### src/hdl/drrs_pkg.sv
// shared types, constants and helpers of the two-processor round-robin scheduler
// no dependencies; used by every module of the block
package drrs_pkg;

  localparam int JOB_W   = 4;
  localparam int NJOB    = 16;
  localparam int WORK_W  = 16;
  localparam int SLICE_W = 8;
  localparam int TIME_W  = 32;

  localparam int IN_TDATA_W  = 24;
  localparam int OUT_TDATA_W = 48;

  localparam logic [SLICE_W-1:0] SLICE_RESET = 8'd4;

  // command codes carried on the input tuser
  localparam logic CMD_ARRIVAL = 1'b0;
  localparam logic CMD_TICK    = 1'b1;

  // result kinds carried on the output tuser
  localparam logic KIND_ACK  = 1'b0;
  localparam logic KIND_TICK = 1'b1;

  // configuration register indexes
  localparam logic REG_SLICE_ONE = 1'b0;
  localparam logic REG_SLICE_TWO = 1'b1;

  // one ready queue entry: job and the work it still needs
  typedef struct packed {
    logic [JOB_W-1:0]  job;
    logic [WORK_W-1:0] rem;
  } entry_t;

  // queue update for one cycle: entries pushed in order, then popped from the head
  typedef struct packed {
    logic [1:0] push_cnt;
    logic [1:0] pop_cnt;
    entry_t     e0;
    entry_t     e1;
  } q_op_t;

  typedef struct packed {
    logic              kind;
    logic              error;
    logic [TIME_W-1:0] now;
    logic              busy_one;
    logic [JOB_W-1:0]  job_one;
    logic              busy_two;
    logic [JOB_W-1:0]  job_two;
    logic              finish_one;
    logic              finish_two;
    logic              first_one;
    logic              first_two;
  } res_t;

  // a zero slice counts as one tick
  function automatic logic [SLICE_W-1:0] reload(input logic [SLICE_W-1:0] v);
    reload = (v == '0) ? SLICE_W'(1) : v;
  endfunction

endpackage

### src/hdl/drrs_queue.sv
// ready queue of the scheduler: shift queue, head always at entry zero
// depends on drrs_pkg
module drrs_queue #(
  parameter int QD = 16
) (
  input  logic                    clk,
  input  logic                    rst,
  input  drrs_pkg::q_op_t         op,
  output drrs_pkg::entry_t        head0,
  output drrs_pkg::entry_t        head1,
  output logic [$clog2(QD+1)-1:0] count
);

  localparam int CW = $clog2(QD + 1);
  localparam int IW = $clog2(QD);

  drrs_pkg::entry_t q [QD];
  drrs_pkg::entry_t q_next [QD];

  assign head0 = q[0];
  assign head1 = q[1];

  // each slot takes the element pop_cnt places further along the list of
  // stored entries followed by the pushed ones
  always_comb begin
    for (int i = 0; i < QD; i++) begin
      if ((i + int'(op.pop_cnt)) < int'(count)) begin
        q_next[i] = q[IW'(i + int'(op.pop_cnt))];
      end else if ((i + int'(op.pop_cnt)) == int'(count)) begin
        q_next[i] = op.e0;
      end else begin
        q_next[i] = op.e1;
      end
    end
  end

  // entry storage
  always_ff @(posedge clk) begin
    for (int i = 0; i < QD; i++) begin
      q[i] <= q_next[i];
    end
  end

  // fill count
  always_ff @(posedge clk) begin
    if (rst) begin
      count <= '0;
    end else begin
      count <= count + CW'(op.push_cnt) - CW'(op.pop_cnt);
    end
  end

endmodule

### src/hdl/drrs_core.sv
// scheduler state and the single-pass step for one arrival or tick
// depends on drrs_pkg and drrs_queue
module drrs_core #(
  parameter int MAX_JOBS = 16
) (
  input  logic                          clk,
  input  logic                          rst,
  input  logic                          step,
  input  logic                          cmd,
  input  logic [drrs_pkg::JOB_W-1:0]    job,
  input  logic [drrs_pkg::WORK_W-1:0]   work,
  input  logic [drrs_pkg::SLICE_W-1:0]  slice_one,
  input  logic [drrs_pkg::SLICE_W-1:0]  slice_two,
  output drrs_pkg::res_t                res
);

  localparam int QD = (MAX_JOBS < drrs_pkg::NJOB) ? MAX_JOBS : drrs_pkg::NJOB;
  localparam int CW = $clog2(QD + 1);
  localparam int TW = CW + 1;

  drrs_pkg::q_op_t  op;
  drrs_pkg::entry_t head0;
  drrs_pkg::entry_t head1;
  logic [CW-1:0]    cnt;

  // per-processor state
  logic                         rv [2];
  logic [drrs_pkg::JOB_W-1:0]   rj [2];
  logic [drrs_pkg::WORK_W-1:0]  rr [2];
  logic [drrs_pkg::SLICE_W-1:0] sl [2];
  logic                         ex [2];
  logic                         rv_next [2];
  logic [drrs_pkg::JOB_W-1:0]   rj_next [2];
  logic [drrs_pkg::WORK_W-1:0]  rr_next [2];
  logic [drrs_pkg::SLICE_W-1:0] sl_next [2];
  logic                         ex_next [2];
  logic [drrs_pkg::SLICE_W-1:0] sl_cfg [2];

  logic [drrs_pkg::NJOB-1:0]    known;
  logic [drrs_pkg::NJOB-1:0]    known_next;
  logic [drrs_pkg::NJOB-1:0]    started;
  logic [drrs_pkg::NJOB-1:0]    started_next;
  logic [drrs_pkg::TIME_W-1:0]  time_now;
  logic [drrs_pkg::TIME_W-1:0]  time_next;

  logic                         arr_ok;
  logic [TW-1:0]                total;
  logic [1:0]                   npush;
  logic [1:0]                   npop;
  drrs_pkg::entry_t             take;
  drrs_pkg::entry_t             h0;
  drrs_pkg::entry_t             h1;
  drrs_pkg::entry_t             req;
  logic [drrs_pkg::WORK_W-1:0]  rem;
  logic                         ran [2];
  logic                         fin [2];
  logic                         first [2];

  assign sl_cfg[0] = slice_one;
  assign sl_cfg[1] = slice_two;

  drrs_queue #(
    .QD(QD)
  ) u_queue (
    .clk   (clk),
    .rst   (rst),
    .op    (op),
    .head0 (head0),
    .head1 (head1),
    .count (cnt)
  );

  // arrival check: new job index, in range, room in the queue
  assign arr_ok = !known[job] && (int'(job) < MAX_JOBS) && (int'(cnt) < QD);

  // one step: arrival, or requeue, dispatch, run and retire
  always_comb begin
    op           = '0;
    res          = '0;
    known_next   = known;
    started_next = started;
    time_next    = time_now;
    npush        = '0;
    npop         = '0;
    total        = '0;
    h0           = head0;
    h1           = head1;
    take         = head0;
    req          = '0;
    rem          = '0;
    for (int p = 0; p < 2; p++) begin
      rv_next[p] = rv[p];
      rj_next[p] = rj[p];
      rr_next[p] = rr[p];
      sl_next[p] = sl[p];
      ex_next[p] = ex[p];
      ran[p]     = 1'b0;
      fin[p]     = 1'b0;
      first[p]   = 1'b0;
    end

    if (step && (cmd == drrs_pkg::CMD_ARRIVAL)) begin
      op.push_cnt = {1'b0, arr_ok};
      op.e0.job   = job;
      op.e0.rem   = (work == '0) ? drrs_pkg::WORK_W'(1) : work;
      if (arr_ok) begin
        known_next[job] = 1'b1;
      end
      res.kind  = drrs_pkg::KIND_ACK;
      res.error = !arr_ok;
      res.now   = time_now;
    end else if (step) begin
      // requeue jobs whose slice ran out last tick, processor one first
      for (int p = 0; p < 2; p++) begin
        if (ex[p]) begin
          if (rv[p]) begin
            req.job = rj[p];
            req.rem = rr[p];
            if (npush == 2'd0) begin
              op.e0 = req;
            end else begin
              op.e1 = req;
            end
            npush = npush + 2'd1;
          end
          rv_next[p] = 1'b0;
          ex_next[p] = 1'b0;
          sl_next[p] = drrs_pkg::reload(sl_cfg[p]);
        end
      end

      // fill idle processors from the head of stored-then-pushed entries
      total = TW'(cnt) + TW'(npush);
      h0 = (cnt >= CW'(1)) ? head0 : op.e0;
      h1 = (cnt >= CW'(2)) ? head1 : ((cnt == CW'(1)) ? op.e0 : op.e1);
      for (int p = 0; p < 2; p++) begin
        if (!rv_next[p] && (total > TW'(npop))) begin
          take = (npop == 2'd0) ? h0 : h1;
          rv_next[p] = 1'b1;
          rj_next[p] = take.job;
          rr_next[p] = take.rem;
          if (!started_next[take.job]) begin
            started_next[take.job] = 1'b1;
            first[p] = 1'b1;
          end
          npop = npop + 2'd1;
        end
      end
      op.push_cnt = npush;
      op.pop_cnt  = npop;

      time_next = time_now + drrs_pkg::TIME_W'(1);

      // run one unit, then retire or mark for requeue
      for (int p = 0; p < 2; p++) begin
        if (rv_next[p]) begin
          ran[p] = 1'b1;
          rem = (rr_next[p] != '0) ? (rr_next[p] - drrs_pkg::WORK_W'(1)) : '0;
          rr_next[p] = rem;
          if (sl_next[p] != '0) begin
            sl_next[p] = sl_next[p] - drrs_pkg::SLICE_W'(1);
          end
          if (rem == '0) begin
            fin[p]     = 1'b1;
            rv_next[p] = 1'b0;
            sl_next[p] = drrs_pkg::reload(sl_cfg[p]);
          end else if (sl[p] <= drrs_pkg::SLICE_W'(1) || ex[p]) begin
            ex_next[p] = (ex[p] ? (drrs_pkg::reload(sl_cfg[p]) <= drrs_pkg::SLICE_W'(1))
                                : 1'b1);
          end
        end
      end

      res.kind       = drrs_pkg::KIND_TICK;
      res.error      = 1'b0;
      res.now        = time_next;
      res.busy_one   = ran[0];
      res.job_one    = ran[0] ? rj_next[0] : '0;
      res.busy_two   = ran[1];
      res.job_two    = ran[1] ? rj_next[1] : '0;
      res.finish_one = fin[0];
      res.finish_two = fin[1];
      res.first_one  = first[0];
      res.first_two  = first[1];
    end
  end

  // control state
  always_ff @(posedge clk) begin
    if (rst) begin
      known    <= '0;
      started  <= '0;
      time_now <= '0;
      for (int p = 0; p < 2; p++) begin
        rv[p] <= 1'b0;
        rj[p] <= '0;
        sl[p] <= drrs_pkg::SLICE_RESET;
        ex[p] <= 1'b0;
      end
    end else if (step) begin
      known    <= known_next;
      started  <= started_next;
      time_now <= time_next;
      for (int p = 0; p < 2; p++) begin
        rv[p] <= rv_next[p];
        rj[p] <= rj_next[p];
        sl[p] <= sl_next[p];
        ex[p] <= ex_next[p];
      end
    end
  end

  // remaining work of the running jobs
  always_ff @(posedge clk) begin
    if (step) begin
      for (int p = 0; p < 2; p++) begin
        rr[p] <= rr_next[p];
      end
    end
  end

  // the queue never holds more entries than its depth
  assert property (@(posedge clk) disable iff (rst) int'(cnt) <= QD)
    else $error("ready queue count above depth");

  // a job marked for requeue is still on its processor
  assert property (@(posedge clk) disable iff (rst) (!ex[0] || rv[0]) && (!ex[1] || rv[1]))
    else $error("expiry marked on an idle processor");

  // one job never runs on both processors
  assert property (@(posedge clk) disable iff (rst) (rv[0] && rv[1]) |-> (rj[0] != rj[1]))
    else $error("same job on both processors");

  // slice counter only reaches zero together with an expiry mark
  assert property (@(posedge clk) disable iff (rst)
    (ex[0] || (sl[0] != '0)) && (ex[1] || (sl[1] != '0)))
    else $error("empty slice without expiry");

  // time moves by exactly one on each tick
  assert property (@(posedge clk) disable iff (rst)
    (step && (cmd == drrs_pkg::CMD_TICK)) |=> (time_now == $past(time_now) + 32'd1))
    else $error("time did not advance on tick");

endmodule

### src/hdl/dual_processor_round_robin_scheduler_top.sv
// top level of the two-processor round-robin scheduler: stream ports,
// slice registers, input register and result register around drrs_core
// depends on drrs_pkg, drrs_core, drrs_queue
//
//  channel | direction | handshake          | contents
//  s_      | in        | s_tvalid/s_tready  | tuser cmd; tdata job, work
//  m_      | out       | m_tvalid/m_tready  | tuser kind; tdata result fields
//  cfg_    | in        | cfg_valid/cfg_ready| cfg_index register, cfg_data value
//
// one item per cycle sustained while m_tready stays high; each result passes through
// the input register, then the single-pass step into the result register
// synchronous reset: queue empty, processors idle, time zero, both slices 4
// a stalled result holds in the result register; one more item waits in the
// input register, after which s_tready drops until m_tready returns
module dual_processor_round_robin_scheduler_top #(
  parameter int MAX_JOBS = 16
) (
  input  logic                                clk,
  input  logic                                rst,
  input  logic                                s_tvalid,
  output logic                                s_tready,
  input  logic [drrs_pkg::IN_TDATA_W-1:0]     s_tdata,   // job[3:0], work[19:4], zero
  input  logic                                s_tuser,   // cmd
  output logic                                m_tvalid,
  input  logic                                m_tready,
  output logic [drrs_pkg::OUT_TDATA_W-1:0]    m_tdata,   // error, now[32], busy_one, job_one,
                                                         // busy_two, job_two, finish_one,
                                                         // finish_two, first_one, first_two, zero
  output logic                                m_tuser,   // kind
  input  logic                                cfg_valid,
  output logic                                cfg_ready,
  input  logic                                cfg_index,
  input  logic [drrs_pkg::SLICE_W-1:0]        cfg_data
);

  logic                          in_valid;
  logic                          in_cmd;
  logic [drrs_pkg::JOB_W-1:0]    in_job;
  logic [drrs_pkg::WORK_W-1:0]   in_work;
  logic                          advance;
  logic [drrs_pkg::SLICE_W-1:0]  slice_one;
  logic [drrs_pkg::SLICE_W-1:0]  slice_two;
  drrs_pkg::res_t                res;
  drrs_pkg::res_t                res_q;

  assign cfg_ready = !rst;
  assign advance   = in_valid && (!m_tvalid || m_tready);
  assign s_tready  = !rst && (!in_valid || advance);

  // slice registers
  always_ff @(posedge clk) begin
    if (rst) begin
      slice_one <= drrs_pkg::SLICE_RESET;
      slice_two <= drrs_pkg::SLICE_RESET;
    end else if (cfg_valid && cfg_ready) begin
      case (cfg_index)
        drrs_pkg::REG_SLICE_ONE: slice_one <= cfg_data;
        drrs_pkg::REG_SLICE_TWO: slice_two <= cfg_data;
        default: ;
      endcase
    end
  end

  // input register
  always_ff @(posedge clk) begin
    if (rst) begin
      in_valid <= 1'b0;
    end else if (s_tready) begin
      in_valid <= s_tvalid;
    end
  end

  always_ff @(posedge clk) begin
    if (s_tvalid && s_tready) begin
      in_cmd  <= s_tuser;
      in_job  <= s_tdata[3:0];
      in_work <= s_tdata[19:4];
    end
  end

  drrs_core #(
    .MAX_JOBS(MAX_JOBS)
  ) u_core (
    .clk       (clk),
    .rst       (rst),
    .step      (advance),
    .cmd       (in_cmd),
    .job       (in_job),
    .work      (in_work),
    .slice_one (slice_one),
    .slice_two (slice_two),
    .res       (res)
  );

  // result register
  always_ff @(posedge clk) begin
    if (rst) begin
      m_tvalid <= 1'b0;
    end else if (advance) begin
      m_tvalid <= 1'b1;
    end else if (m_tready) begin
      m_tvalid <= 1'b0;
    end
  end

  always_ff @(posedge clk) begin
    if (advance) begin
      res_q <= res;
    end
  end

  assign m_tuser = res_q.kind;
  assign m_tdata = {1'b0, res_q.first_two, res_q.first_one, res_q.finish_two,
                    res_q.finish_one, res_q.job_two, res_q.busy_two, res_q.job_one,
                    res_q.busy_one, res_q.now, res_q.error};

endmodule
### config.mk
export PLATFORM = sky130hd
export DESIGN_NAME = dual_processor_round_robin_scheduler_top
export DESIGN_NICKNAME = d
export VERILOG_FILES = /design/src/hdl/drrs_pkg.sv /design/src/hdl/drrs_queue.sv /design/src/hdl/drrs_core.sv /design/src/hdl/dual_processor_round_robin_scheduler_top.sv
export SDC_FILE = /design/constraint.sdc
export NUM_CORES = 2
export LEC_CHECK = 0
export ABC_CLOCK_PERIOD_IN_PS = 17250
export BUFFER_PORTS_ARGS = -buffer_cell sky130_fd_sc_hd__buf_2
export CELL_PAD_IN_SITES_DETAIL_PLACEMENT = 0
export CELL_PAD_IN_SITES_GLOBAL_PLACEMENT = 1
export CORE_UTILIZATION = 53
export CTS_CLUSTER_DIAMETER = 100
export DETAILED_ROUTE_END_ITERATION = 8
export PLACE_DENSITY = 0.87
export RECOVER_POWER = 25
export SYNTH_ARGS = -nofsm -noshare
export SYNTH_HDL_FRONTEND = slang
export SYNTH_SLANG_ARGS = --single-unit
### constraint.sdc
create_clock -name clk -period 17.25 [get_ports clk]
set_input_delay 1.725 -clock clk [delete_from_list [all_inputs] [get_ports clk]]
set_output_delay 1.725 -clock clk [all_outputs]
set_load 0.05 [all_outputs]
==> summary.json <==
{
  "totalPowerFinal_mw": 7.83,
  "numClockSinks": 536,
  "path_clk_slew_ps": 60,
  "drt-initial-drc-count": 4715,
  "post_cts.repair.setup_buffers": 0,
  "synth_seq_cells": 536,
  "post_synth.cell_area_avg_sq_um": 8.14,
  "post_drt_antenna_nets": 0,
  "route.detailed.vias_per_inst": 6.59,
  "grt_pass1_vias": 33200,
  "timing.critical_path.required_ps": 17590,
  "hold_viol": 0,
  "type_of_element_launching_the_critical_path": "input port",
  "drt_pre_antenna_iters": 9,
  "achievable-frequency_mhz": 96.3,
  "post_synth_main_area_contributors": "sky130_fd_sc_hd__edfxtp_1 23%, sky130_fd_sc_hd__dfxtp_1 13%, sky130_fd_sc_hd__a21oi_1 9.7%",
  "synth_commonest_cells": "741 x sky130_fd_sc_hd__a21oi_1, 680 x sky130_fd_sc_hd__nand2_1, 563 x sky130_fd_sc_hd__nor2_1",
  "synth_unique_cells": 98,
  "grt_first_pass_wirelength_mm": 208,
  "syn_to_final_growth_pct": 8.08,
  "gp_congestion": 0.984,
  "synthArstFlopShare": 0,
  "htree_levels": 3,
  "multiInputGateArea_sq_um": 22600,
  "grt_max_degree": 127,
  "initial_core_util": 0.535,
  "route.final.wire_length_mm": 140,
  "io_buffer_count": 85,
  "cts_inserted_buffers": 66,
  "final_critical_period_ps": 10380,
  "post-route-period-util": 0.602,
  "dr_total_vias": 36400,
  "timing.final.max_slew_violations": 230,
  "report.final.setup_viol": 0,
  "dpl_cell_area_sq_um": 39000,
  "post_placement_cell_count": 5389,
  "clkLatencyLatePin_ps": 640,
  "seqCellArea_sq_um": 13600,
  "seq_area_frac_synth": 0.357,
  "timing.max_slew.rel_slack": -0.690,
  "grt_overflow_total": 0,
  "worst_slew_pin_slew_ps": 2540,
  "dieHeight_um": 270,
  "instances_no_fill": 5513,
  "end_kind": "flop",
  "timing.critical_path.arrival_ps": 10720,
  "layout.nets": 4589,
  "most_numerous_cell_in_the_yosys_netlist": "sky130_fd_sc_hd__a21oi_1",
  "setup-tns-final_ps": 0,
  "violations_in_the_final_reports": "design-rule violations, max-capacitance violations, max-slew violations",
  "finClkSkew_ps": 37.4,
  "hold_buffers": 0,
  "yosysWarningCount": 0,
  "critical_path.max_fanout": 47,
  "placement_rows": 98,
  "dieArea_sq_um": 73100,
  "irDropWorstVdd_mv": 0.171,
  "cts_repair_resize_count": 0,
  "floorplan.io_pins": 91,
  "routed_wire_length_per_instance_um": 25.4,
  "die_x_um": 270,
  "nFillCells": 6601,
  "fp.coreArea_sq_um": 71400,
  "worstSetupPathType": "in -> reg",
  "mappedNetlistNets": 4766,
  "antenna_found_initial": 1,
  "layout-drive-gt1-share": 0.0908,
  "post_synth_inst_count": 4684,
  "final_design_area_no_fill_sq_um": 41200,
  "route.detailed.drc": 11,
  "groute.usage.overall": 0.371,
  "ys_dominant_reg_cell": "sky130_fd_sc_hd__edfxtp_1",
  "synth_top_area_cell": "sky130_fd_sc_hd__edfxtp_1",
  "synth_enable_flop_cells": 289,
  "post-synth-top-area-fraction": 0.227,
  "dp_hpwl_mm": 87.3,
  "dp_worst_setup_slack_ps": 7510,
  "run_status": "finished, violations left",
  "clock_path_buffers": 3,
  "grt_setup_unrepaired": "no",
  "cts.root.buffer_cell": "sky130_fd_sc_hd__clkbuf_16",
  "drv_cap": 6,
  "static-leakage-power_nw": 14.2,
  "finalWorstSetupSlack_ps": 6870,
  "clock_tree_from_tritoncts": "built",
  "power_per_cell_area_nw_per_um2": 190,
  "synthesis.area_sq_um": 38100,
  "worst_hold_path_type": "reg -> reg"
}
[kinds of logic (layout without fill, tap and decap cells)]
kind of cell,Yosys count,count (layout),share of synthesized area
AND/OR/NAND/NOR,1644,1644,0.186
AO/OA/AOI/OAI,1352,1352,0.207
buffers and inverters,556,433,0.0566
flip-flops,536,536,0.357
multiplexers,482,482,0.163
XOR/XNOR,69,69,0.0160
adder cells (fa/ha/maj),44,44,0.0148
other,1,3,0.0000983
[report_power, final]
part	switching (mW)	internal [mW]
combinational	2.75	1.34
clock	0.622	0.870
sequential	0.332	1.92
total	3.70	4.13
[final cells by class]
cell class                 count  area share
multi-input combinational   3592       0.548
clock buffer                  91      0.0450
antenna                        2    0.000121
sequential                   536       0.330
tap                          950      0.0288
clock inverter                31      0.0103
inverter                     147      0.0137
timing repair buffer         164      0.0232
[state kept, by name, indices dropped and copies added, names as in the netlist, 16 cells and up]
name / flops
u_core.known: 16
in_work: 16
u_core.started: 16
u_core.time_now: 32
m_tdata: 47
u_core.u_queue.q: 320
u_core.sl: 16
u_core.rr: 32
[metrics by stage]
stage | util | hold WS, ps
finish | 0.578 | 460
global route | 0.578 | 483
CTS | 0.579 | 467
detailed placement | 0.547 | 454
global placement | 0.547 | 445
floorplan | - | 431
[per-layer routing]
layer  track usage  up-vias  share of wire
met5      0.000658        -        0.00044
met2         0.563     2246           0.43
met1         0.487    17200           0.38
met4         0.185        4          0.054
li1              -    16500              -
met3         0.102      436           0.13
[final timing paths]
path	startpoint	endpoint	slack, ps	depth (start not counted)
min	slice_one[0]	slice_one[0]	460	2
max	m_tready	u_core.u_queue.q[5][19]	6870	16
min reg2reg	slice_one[0]	slice_one[0]	460	2
max reg2reg	u_core.rv[0][0]	u_core.u_queue.q[5][19]	7150	26
[cells in the final DEF, fill, tap and decap left out, types with 9 or more instances in the layout]
cell type,n
sky130_fd_sc_hd__mux4_2,108
sky130_fd_sc_hd__buf_2,36
sky130_fd_sc_hd__a31oi_1,17
sky130_fd_sc_hd__clkbuf_8,11
sky130_fd_sc_hd__a311oi_1,41
sky130_fd_sc_hd__nor2_1,559
sky130_fd_sc_hd__a2bb2o_1,9
sky130_fd_sc_hd__xnor2_1,31
sky130_fd_sc_hd__a21oi_1,738
sky130_fd_sc_hd__and3_1,24
sky130_fd_sc_hd__clkinv_2,10
sky130_fd_sc_hd__ha_1,39
sky130_fd_sc_hd__nand3_1,133
sky130_fd_sc_hd__nand2b_1,9
sky130_fd_sc_hd__mux2_2,16
sky130_fd_sc_hd__nor4_1,20
sky130_fd_sc_hd__clkbuf_16,66
sky130_fd_sc_hd__a211oi_1,146
sky130_fd_sc_hd__nand4_1,23
sky130_fd_sc_hd__edfxtp_1,289
sky130_fd_sc_hd__o211ai_1,24
sky130_fd_sc_hd__dfxtp_1,247
sky130_fd_sc_hd__inv_1,139
sky130_fd_sc_hd__mux2i_1,354
sky130_fd_sc_hd__nor3_1,37
sky130_fd_sc_hd__o22ai_1,14
sky130_fd_sc_hd__o21ai_0,232
sky130_fd_sc_hd__a22oi_1,14
sky130_fd_sc_hd__nand2_1,675
sky130_fd_sc_hd__o21a_1,10
sky130_fd_sc_hd__or3_1,24
sky130_fd_sc_hd__nor2b_1,23
sky130_fd_sc_hd__clkbuf_1,70
sky130_fd_sc_hd__a21o_1,12
sky130_fd_sc_hd__xor2_1,37
sky130_fd_sc_hd__and2_1,46
sky130_fd_sc_hd__buf_4,70
[worst max-delay path, cell delays in order]
cell	delay, ps
sky130_fd_sc_hd__buf_2	100
sky130_fd_sc_hd__nor2b_1	200
sky130_fd_sc_hd__nand2b_1	140
sky130_fd_sc_hd__clkbuf_1	1060
sky130_fd_sc_hd__clkinvlp_2	2320
sky130_fd_sc_hd__and3_4	1070
sky130_fd_sc_hd__clkinv_2	460
sky130_fd_sc_hd__ha_4	580
sky130_fd_sc_hd__ha_1	360
sky130_fd_sc_hd__a21o_1	180
sky130_fd_sc_hd__a21oi_1	180
sky130_fd_sc_hd__nor2_1	100
sky130_fd_sc_hd__o21ai_4	110
sky130_fd_sc_hd__buf_4	560
sky130_fd_sc_hd__nand3_1	930
sky130_fd_sc_hd__buf_4	560
Power figures use the tool's default switching activity.
